$ cat config.mk
export PLATFORM = sky130hd
export DESIGN_NAME = pli_ctrl
export DESIGN_NICKNAME = d
export VERILOG_FILES = /design/src/rtl/pli_pkg.sv /design/src/rtl/pli_ctrl.sv
export SDC_FILE = /design/constraint.sdc
export NUM_CORES = 1
export LEC_CHECK = 0
export ABC_AREA = 0
export BUFFER_PORTS_ARGS = -buffer_cell sky130_fd_sc_hd__buf_2
export CAP_MARGIN = 10
export CORE_MARGIN = 3
export CORE_UTILIZATION = 40
export DETAILED_ROUTE_END_ITERATION = 6
export PLACE_DENSITY = 0.74
export SYNTH_ARGS = -nofsm -noshare
export SYNTH_HDL_FRONTEND = slang
export SYNTH_SLANG_ARGS = --single-unit
$ cat constraint.sdc
create_clock -name clk -period 1.4 [get_ports clk]
set_input_delay 0.21 -clock clk [delete_from_list [all_inputs] [get_ports clk]]
set_output_delay 0.21 -clock clk [all_outputs]
set_load 0.1 [all_outputs]
$ cat src/rtl/pli_pkg.sv
`timescale 1ns / 1ps
`default_nettype none
// ----------------------------------------------------------------------------
// pli_pkg
// Shared types, constants and command/status structs for the interpolator.
// ----------------------------------------------------------------------------
package pli_pkg;

  localparam int MAX_KNOTS_DEF = 64;
  localparam int FRAC_BITS_DEF = 16;

  localparam logic [1:0] FUNC_LOAD   = 2'd0;
  localparam logic [1:0] FUNC_SEARCH = 2'd1;
  localparam logic [1:0] FUNC_DIRECT = 2'd2;

  localparam logic [1:0] ST_OK    = 2'd0;
  localparam logic [1:0] ST_FEW   = 2'd1;
  localparam logic [1:0] ST_ORDER = 2'd2;
  localparam logic [1:0] ST_FULL  = 2'd3;

  typedef enum logic [3:0] {
    S_IDLE,
    S_RD_LAST,
    S_LOAD_CHK,
    S_DIV,
    S_DIV_WR,
    S_SRCH_RD,
    S_SRCH_CMP,
    S_EV_RD,
    S_EV_MUL,
    S_EV_ADD,
    S_DONE
  } state_t;

  // controller -> datapath
  typedef struct packed {
    logic capture;      // latch input item
    logic rd_last;      // read entry count-1
    logic div_start;    // init divider
    logic div_step;     // one divider iteration
    logic wr_knot;      // write x,y at count, bump count
    logic wr_slope;     // write slope at count-1 and the tail slope
    logic srch_init;
    logic srch_rd;      // read x at mid
    logic srch_cmp;     // narrow lo/hi
    logic ev_rd;        // read slope/x/y at idx
    logic ev_mul;
    logic ev_add;
    logic set_order;
    logic clear_tbl;    // first knot: reset count and order flag
    logic set_result;   // latch result with given status
    logic [1:0] res_status;
    logic res_zero;     // result value 0
  } cmd_t;

  // datapath -> controller
  typedef struct packed {
    logic [1:0] func;
    logic       first;
    logic       full;      // count >= MAX_KNOTS
    logic       empty;     // count == 0
    logic       few;       // count < 3
    logic       x_bad;     // x <= last x
    logic       div_done;
    logic       srch_done;
    logic       order_err;
  } stat_t;

endpackage
`default_nettype wire

$ cat src/rtl/pli_ctrl.sv
`timescale 1ns / 1ps
`default_nettype none
// ----------------------------------------------------------------------------
// pli_ctrl
// Sequencer for load, search and direct evaluation.
// ----------------------------------------------------------------------------
module pli_ctrl (
  input  wire logic           clk,
  input  wire logic           rst,
  input  wire logic           start,
  output logic                busy,
  output logic                done,
  output pli_pkg::cmd_t       cmd,
  input  wire pli_pkg::stat_t stat
);
  pli_pkg::state_t state, state_next;

  always_ff @(posedge clk) begin
    if (rst) begin
      state <= pli_pkg::S_IDLE;
    end else begin
      state <= state_next;
    end
  end

  always_comb begin
    state_next = state;
    case (state)
      pli_pkg::S_IDLE: begin
        if (start) state_next = pli_pkg::S_RD_LAST;
      end
      pli_pkg::S_RD_LAST: begin
        if (stat.func == pli_pkg::FUNC_LOAD) begin
          if (stat.full && !stat.first) state_next = pli_pkg::S_DONE;
          else if (stat.empty || stat.first) state_next = pli_pkg::S_DONE;
          else state_next = pli_pkg::S_LOAD_CHK;
        end else if (stat.func == pli_pkg::FUNC_SEARCH && !stat.few) begin
          state_next = pli_pkg::S_SRCH_RD;
        end else if (stat.func == pli_pkg::FUNC_DIRECT && !stat.few) begin
          state_next = pli_pkg::S_EV_RD;
        end else begin
          state_next = pli_pkg::S_DONE;
        end
      end
      pli_pkg::S_LOAD_CHK: begin
        state_next = stat.x_bad ? pli_pkg::S_DONE : pli_pkg::S_DIV;
      end
      pli_pkg::S_DIV: begin
        if (stat.div_done) state_next = pli_pkg::S_DIV_WR;
      end
      pli_pkg::S_DIV_WR:  state_next = pli_pkg::S_DONE;
      pli_pkg::S_SRCH_RD: begin
        state_next = stat.srch_done ? pli_pkg::S_EV_RD : pli_pkg::S_SRCH_CMP;
      end
      pli_pkg::S_SRCH_CMP: state_next = pli_pkg::S_SRCH_RD;
      pli_pkg::S_EV_RD:    state_next = pli_pkg::S_EV_MUL;
      pli_pkg::S_EV_MUL:   state_next = pli_pkg::S_EV_ADD;
      pli_pkg::S_EV_ADD:   state_next = pli_pkg::S_DONE;
      pli_pkg::S_DONE:     state_next = pli_pkg::S_IDLE;
      default:             state_next = pli_pkg::S_IDLE;
    endcase
  end

  // first knot / empty loads are decided without a table read
  always_comb begin
    cmd  = '0;
    busy = state != pli_pkg::S_IDLE;
    done = state == pli_pkg::S_DONE;
    case (state)
      pli_pkg::S_IDLE: begin
        cmd.capture = start;
      end
      pli_pkg::S_RD_LAST: begin
        cmd.rd_last   = 1'b1;
        cmd.srch_init = 1'b1;
        cmd.res_zero  = 1'b1;
        if (stat.func == pli_pkg::FUNC_LOAD) begin
          cmd.clear_tbl = stat.first;
          if (stat.full && !stat.first) begin
            cmd.set_result = 1'b1;
            cmd.res_status = pli_pkg::ST_FULL;
          end else if (stat.empty || stat.first) begin
            cmd.wr_knot    = 1'b1;
            cmd.set_result = 1'b1;
            cmd.res_status = pli_pkg::ST_OK;
          end
        end else if (stat.few) begin
          cmd.set_result = 1'b1;
          cmd.res_status = (stat.func == pli_pkg::FUNC_SEARCH ||
                            stat.func == pli_pkg::FUNC_DIRECT) ? pli_pkg::ST_FEW
                                                               : pli_pkg::ST_OK;
        end else if (stat.func != pli_pkg::FUNC_SEARCH &&
                     stat.func != pli_pkg::FUNC_DIRECT) begin
          cmd.set_result = 1'b1;
          cmd.res_status = pli_pkg::ST_OK;
        end
      end
      pli_pkg::S_LOAD_CHK: begin
        cmd.div_start = 1'b1;
        cmd.res_zero  = 1'b1;
        if (stat.x_bad) begin
          cmd.set_order  = 1'b1;
          cmd.set_result = 1'b1;
          cmd.res_status = pli_pkg::ST_ORDER;
        end
      end
      pli_pkg::S_DIV: begin
        cmd.div_step = !stat.div_done;
      end
      pli_pkg::S_DIV_WR: begin
        cmd.wr_knot    = 1'b1;
        cmd.wr_slope   = 1'b1;
        cmd.set_result = 1'b1;
        cmd.res_zero   = 1'b1;
        cmd.res_status = pli_pkg::ST_OK;
      end
      pli_pkg::S_SRCH_RD:  cmd.srch_rd  = 1'b1;
      pli_pkg::S_SRCH_CMP: cmd.srch_cmp = 1'b1;
      pli_pkg::S_EV_RD:    cmd.ev_rd    = 1'b1;
      pli_pkg::S_EV_MUL:   cmd.ev_mul   = 1'b1;
      pli_pkg::S_EV_ADD: begin
        cmd.ev_add     = 1'b1;
        cmd.set_result = 1'b1;
        cmd.res_status = stat.order_err ? pli_pkg::ST_ORDER : pli_pkg::ST_OK;
      end
      default: ;
    endcase
  end
endmodule
`default_nettype wire

==> metrics, run 1 <==
run status stopped before the end; Stopped at detailed placement (3_5_place_dp); error msg [ERROR DPL-0038] Utilization greater than 100%, impossible to legalize; Async SR Flop Fraction 0; main combinational cell family by area after synthesis simple AND/OR/NAND/NOR gates; Synth Area in Compound Gates 0.273; Die X approximately 44 µm; syn avg cell area roughly 7.0 µm²; row cnt 13; Post-synth EDFFs 0; Syn Inst Count 82; post-synthesis adder-cell area fraction 0.0649; post-synthesis simple-gate area fraction 0.413; xor and xnor area share after synthesis 0; routability cong. between 0.8 and 0.9; Vert. Die Dim ~44 µm; IO buf count 32; Distinct cells, synth 32; mapped cell area around 580 µm²; post-synthesis sequential area ratio 0.139; mux contribution to synthesized area 0; Post-Syn Nets 98; starting density of the core 0.433; FF+latch count, synth 4; Ports 33; Synth Flop Type dfxtp_1; synth warn 0
## per-stage QoR
| step | area, µm² | cells | TNS (ns) | setup slack (ns) |
|---|---|---|---|---|
| 2_1_floorplan | 754 | 82 | -9.52 | -1.33 |
| 3_3_place_gp | 1390 | 151 | -0.524 | -0.160 |
## cell usage after synthesis (2+ instances only)
master | instances | area share
buf_4 | 4 | 0.052
nor3_1 | 6 | 0.052
o21ai_0 | 4 | 0.035
o32a_1 | 2 | 0.035
nand2b_1 | 4 | 0.043
a21oi_1 | 4 | 0.035
a211oi_1 | 2 | 0.026
inv_1 | 6 | 0.039
nor2_1 | 12 | 0.078
dfxtp_1 | 4 | 0.14
nand2_1 | 8 | 0.052
ha_1 | 3 | 0.065
nand3b_1 | 2 | 0.026
and3_1 | 3 | 0.032
## logic make-up after synthesis
family / count (synthesis)
AO/OA/AOI/OAI: 21
AND/OR/NAND/NOR: 43
flip-flops: 4
adder cells (fa/ha/maj): 3
buffers and inverters: 11
==> inputs of run 2 (changes only) <==
Settings changed: CORE_AREA set to 3 3 64 66, CORE_MARGIN 3 to not set, CORE_UTILIZATION 40 to not set, DIE_AREA set to 0 0 67 69, PLACE_DENSITY 0.74 to not set, PLACE_DENSITY_LB_ADDON set to 0.15.
==> metrics, run 2 <==
run status finished, violations left; failing checks negative setup slack; Setup Viol. Count Final 20; worst-skew pair later-pin latency between 0.2 and 0.25 ns; Antenna Cells 0; fin. max-slew vios 0; PnR worst setup slack -0.275 ns; worst setup path startpoint state[0]; Critical Path Sink cmd[2]; Distinct cells, synth 32 (unchanged); count leader, synth nor2_1; CTS Buffer Depth 2; Setup Skew slightly above 0.0008 ns; post-synthesis sequential area ratio 0.139 (unchanged); Worst-path clk slew 0.03 ns; Clock Sink Count 4; syn avg cell area 7.05 µm² (unchanged); Die Footprint about 4600 µm²; post-route ant nets 0; Req. time, crit path ~1.2 ns; Synth area leaders dfxtp_1, nor2_1, ha_1; biggest regs state: 4 flops; crit path kind flop to primary output; htree depth 1; critical path launch point type flop; routability cong. 0.769 (-5.8%); share of cells above drive strength 1 0.795; CTS buffer count 3; root buf cell clkbuf_8; Synth Flop Type dfxtp_1; worst slack, placed -0.238 ns; fin nets 184; top cells by count, synth nor2_1, nand2_1, inv_1, nor3_1; R2R Path Start state[1]; Largest register FFs 4; largest net degree at the start of global routing 10; P&R area growth vs syn 228%; area of the multi-input gates roughly 710 µm²; vias ~930; Ports 33 (unchanged); vias per inst about 4.4; grt ovf 0; worst-path fanout max 5; Worst-Margin Slew 0.439 ns; largest reg by FF count state; Post-route DRC 0; core outline area about 3600 µm²; Vert. Die Dim 69 µm (+57%); starting density of the core 0.159 (-0.274); 1st-pass router iterations 4; mapped cell area 578 µm² (unchanged); synth warn 0 (unchanged); HP Class primary input to flop; DR WL/cell 12.4 µm; post-DP HPWL approximately 2.0 mm; IO buf count 32 (unchanged); # fillers between 300 and 400; hold_buf cts 0; CP arrival roughly 1.5 ns; post-synthesis simple-gate area fraction 0.413 (unchanged); Async SR Flop Fraction 0 (unchanged); Reg-to-Reg End state[0]; MaxCap Viol Count 0; Reg2Reg Setup Slack 0.03 ns; Reg2Reg Depth 6; crit path time final between 1.5 and 2 ns; Hold Startpoint rst; Fin Setup TNS -2.92 ns; RSZ-0062 raised after global routing yes; post-synth top area share 0.139 (unchanged); main combinational cell family by area after synthesis simple AND/OR/NAND/NOR gates; Post-synth EDFFs 0 (unchanged); post-synthesis adder-cell area fraction 0.0649 (unchanged); Post-Syn Nets 98 (unchanged); Tot GR Track Use 0.120; Fin. Hold Viols 0; vias in the first global route between 1,000 and 1,500; FF+latch count, synth 4 (unchanged); Relative slew margins 0.703; xor and xnor area share after synthesis 0 (unchanged); Hold Slack about 0.32 ns; Die X 67 µm (+52%); antenna violations before repair 0; highest attainable clock frequency roughly 600 MHz; most frequent cells in the layout buf_4, buf_6, buf_12; Syn Inst Count 82 (unchanged); crit end category primary output; mux contribution to synthesized area 0 (unchanged); dominant cell type by area after synthesis dfxtp_1; row cnt 22 (+9); drt total wl between 2 and 3 mm; post-route clock period utilization 1.20; Synth Area in Compound Gates 0.273 (unchanged); first-pass GRT wire length approximately 4.4 mm; TritonCTS clock tree done; register area about 93 µm²; drt first-iter violations 19; most common cell after layout, fill and taps aside buf_4
==> run 2: cell counts after synthesis <==
No cell type changed its count.
==> run 2: timing repair <==
action	CTS	global route
pin swaps	20	14
setup endpoints to repair	21	24
resized for setup	35	21
buffers inserted	14	8
==> run 2: per-stage QoR <==
| stage | area, µm² | utilization | cells |
|---|---|---|---|
| detailed placement | 1490 | 0.411 | 192 |
| global placement | 1490 | 0.411 | 192 |
| global route | 1900 | 0.522 | 214 |
| floorplan | 754 | - | 82 |
| CTS | 1780 | 0.489 | 209 |
| finish | 1900 | 0.522 | 214 |
==> run 2: cell type report <==
| type | instances | area share |
|---|---|---|
| Clock buffer | 3 | 0.0218 |
| Inverter | 6 | 0.0119 |
| Multi-Input combinational cell | 67 | 0.376 |
| Sequential cell | 4 | 0.0488 |
| Tap cell | 48 | 0.0317 |
| Timing Repair Buffer | 86 | 0.510 |
==> run 2: per-layer routing <==
metal  global-route usage  routed length [µm]  part of all wire
met1                0.140                1060              0.40
met4              0.00676                  12            0.0045
met2                0.227                1490              0.56
met3               0.0261                  92             0.035
met5                    0                   0                 0
==> run 2: logic make-up (layout without fill, tap and decap cells) <==
logic type,Yosys count,count (layout)
and+or+nand+nor,43,43
AOI/OAI and AO/OA,21,21
buffers and inverters,11,95
DFF,4,4
adders and majority gates,3,3
==> run 2: critical path: stages (launching register included) <==
cell	delay, ns
dfxtp_4	0.36
buf_6	0.14
o32a_1	0.37
o32ai_4	0.16
buf_12	0.21
==> run 2: worst min-delay path by stage <==
stage / end / cells after the start
global route: state[0] / 3
finish: state[0] / 3
detailed placement: state[1] / 4
global placement: state[1] / 4
CTS: state[1] / 4
floorplan: state[1] / 3
Power of run 2 is left out: the tool's default activity adds up to more than one toggle a clock period on the data nets, which glitch-free logic cannot reach.
==> inputs of run 3 (changes only) <==
Settings changed: PLACE_DENSITY_LB_ADDON 0.15 to not set.
==> metrics, run 3 (synthesized netlist as in run 2, its figures left out) <==
run status finished, violations left; failing checks negative setup slack; critical path launch point type flop; Buf+Inv Stages, Crit Path 2 (unchanged); CP arrival 1.48 ns (+0.02 ns); starting density of the core 0.159 (unchanged); Post-route DRC 0 (unchanged); share of cells above drive strength 1 0.737 (-0.0583); Fin. Hold Viols 0 (unchanged); hold_buf cts 0 (unchanged); Worst-Margin Slew 0.351 ns (-0.0887 ns); Clock Sink Count 4 (unchanged); P&R area growth vs syn 204%; post-route clock period utilization 1.20 (+0.00798); Hold Path Depth 4 (+1); # fillers 323 (-6.6%); crit end category primary output; PnR worst setup slack -0.286 ns (-0.0112 ns); row cnt 22 (unchanged); worst slack, placed -0.209 ns (+0.0294 ns); vias 877 (-6.1%); vias in the first global route 823 (-18%); TritonCTS clock tree done; core outline area 3630 µm² (unchanged); Largest register FFs 4 (unchanged); Reg-to-Reg End state[0]; most frequent cells in the layout buf_12, buf_4, buf_6; drt first-iter violations 37 (+18); cell chain of the critical path buf_8 > o32a_1 > o32ai_4 > buf_12; delay-heaviest family, CP compound AO/OA/AOI/OAI gates; worst-path fanout max 5 (unchanged); first-pass GRT wire length 3.82 mm (-14%); Antenna Cells 0 (unchanged); Critical-path top delay cell o32a_1; Max stage delay on crit path 0.38 ns (about the same); Setup Viol. Count Final 19 (-5.0%); Worst-path clk slew 0.03 ns (about the same); largest reg by FF count state; WP depth 4 (unchanged); Reg2Reg Depth 6 (unchanged); Critical Path Sink cmd[2]; Tot GR Track Use 0.107 (-0.0130); IO buf count 32 (unchanged); most common cell after layout, fill and taps aside buf_12; DR WL/cell 12.7 µm (+2.8%); post-layout util 0.484 (-0.0379); R2R Path Start state[1]; Relative slew margins 0.763 (+0.0599); highest attainable clock frequency 593 MHz (-0.66%); worst setup path startpoint state[0]; Vert. Die Dim 69 µm (unchanged); 1st-pass router iterations 4 (unchanged); Die X 67 µm (unchanged); Req. time, crit path 1.19 ns (about the same); Setup Skew 0.00174 ns (+0.000931 ns); drt total wl 2.55 mm (-4.0%); routability cong. 0.782 (+1.7%); area of the multi-input gates 669 µm² (-6.1%); register area 92.6 µm² (unchanged); MaxCap Viol Count 0 (unchanged); Ports 33 (unchanged); vias per inst 4.39 (+0.47%); CTS Buffer Depth 2 (unchanged); post-route ant nets 0 (unchanged); largest net degree at the start of global routing 10 (unchanged); worst-skew pair later-pin latency 0.22 ns (about the same); RSZ-0062 raised after global routing yes; HP Class primary input to flop; crit path time final 1.69 ns (+0.0112 ns); fin nets 170 (-7.6%); crit path kind flop to primary output; CTS buffer count 3 (unchanged); Reg2Reg Setup Slack 0.02 ns (about the same); biggest regs state: 4 flops; grt ovf 0 (unchanged); fin. max-slew vios 0 (unchanged); antenna violations before repair 0 (unchanged); htree depth 1 (unchanged); post-DP HPWL 1.99 mm (+0.71%); Die Footprint 4620 µm² (unchanged); root buf cell clkbuf_8
[run 3: worst min path at each step]
stage	from	end
after floorplan	rst	state[1]
after global placement	rst	state[1]
after detailed placement	rst	state[1]
after CTS	rst	state[1]
after global routing	rst	state[1]
final	rst	state[1]
[run 3: timing repair]
item,in CTS,in global routing
resized for setup,17,21
setup endpoints to repair,21,21
gates cloned,1,0
buffers inserted,3,10
pin swaps,8,13
[run 3: worst register-to-register path: stages, from the launching register on]
cell and delay, ns:
dfxtp_4 0.39, buf_4 0.13, buf_8 0.13, inv_1 0.06
o32a_1 0.35, a2bb2oi_1 0.13, o2bb2ai_1 0.12
[run 3: layer usage]
layer  track usage  vias to the layer above  share of wire
met5             0                        -              0
met4        0.0405                        0          0.016
met3        0.0391                        6          0.082
met2         0.190                       33           0.55
met1         0.112                      401           0.35
li1              -                      437              -
[run 3: area by class of cell]
cell class              instances  share of cell area
repair buffers                 72               0.496
multi-input cells              67               0.381
flip-flops and latches          4              0.0526
well taps                      48              0.0341
clock buffers                   3              0.0235
inverters                       6              0.0128
[run 3: through the flow]
step                std cells  hold WS (ns)  area, µm²  TNS [ns]
floorplan                  82         0.399        754     -9.52
global placement          186         0.509       1450    -0.659
detailed placement        186         0.516       1450    -0.854
CTS                       192         0.275       1610     -3.37
global route              200         0.320       1760     -4.00
finish                    200         0.295       1760     -3.05
Power of run 3 is left out for the same reason.
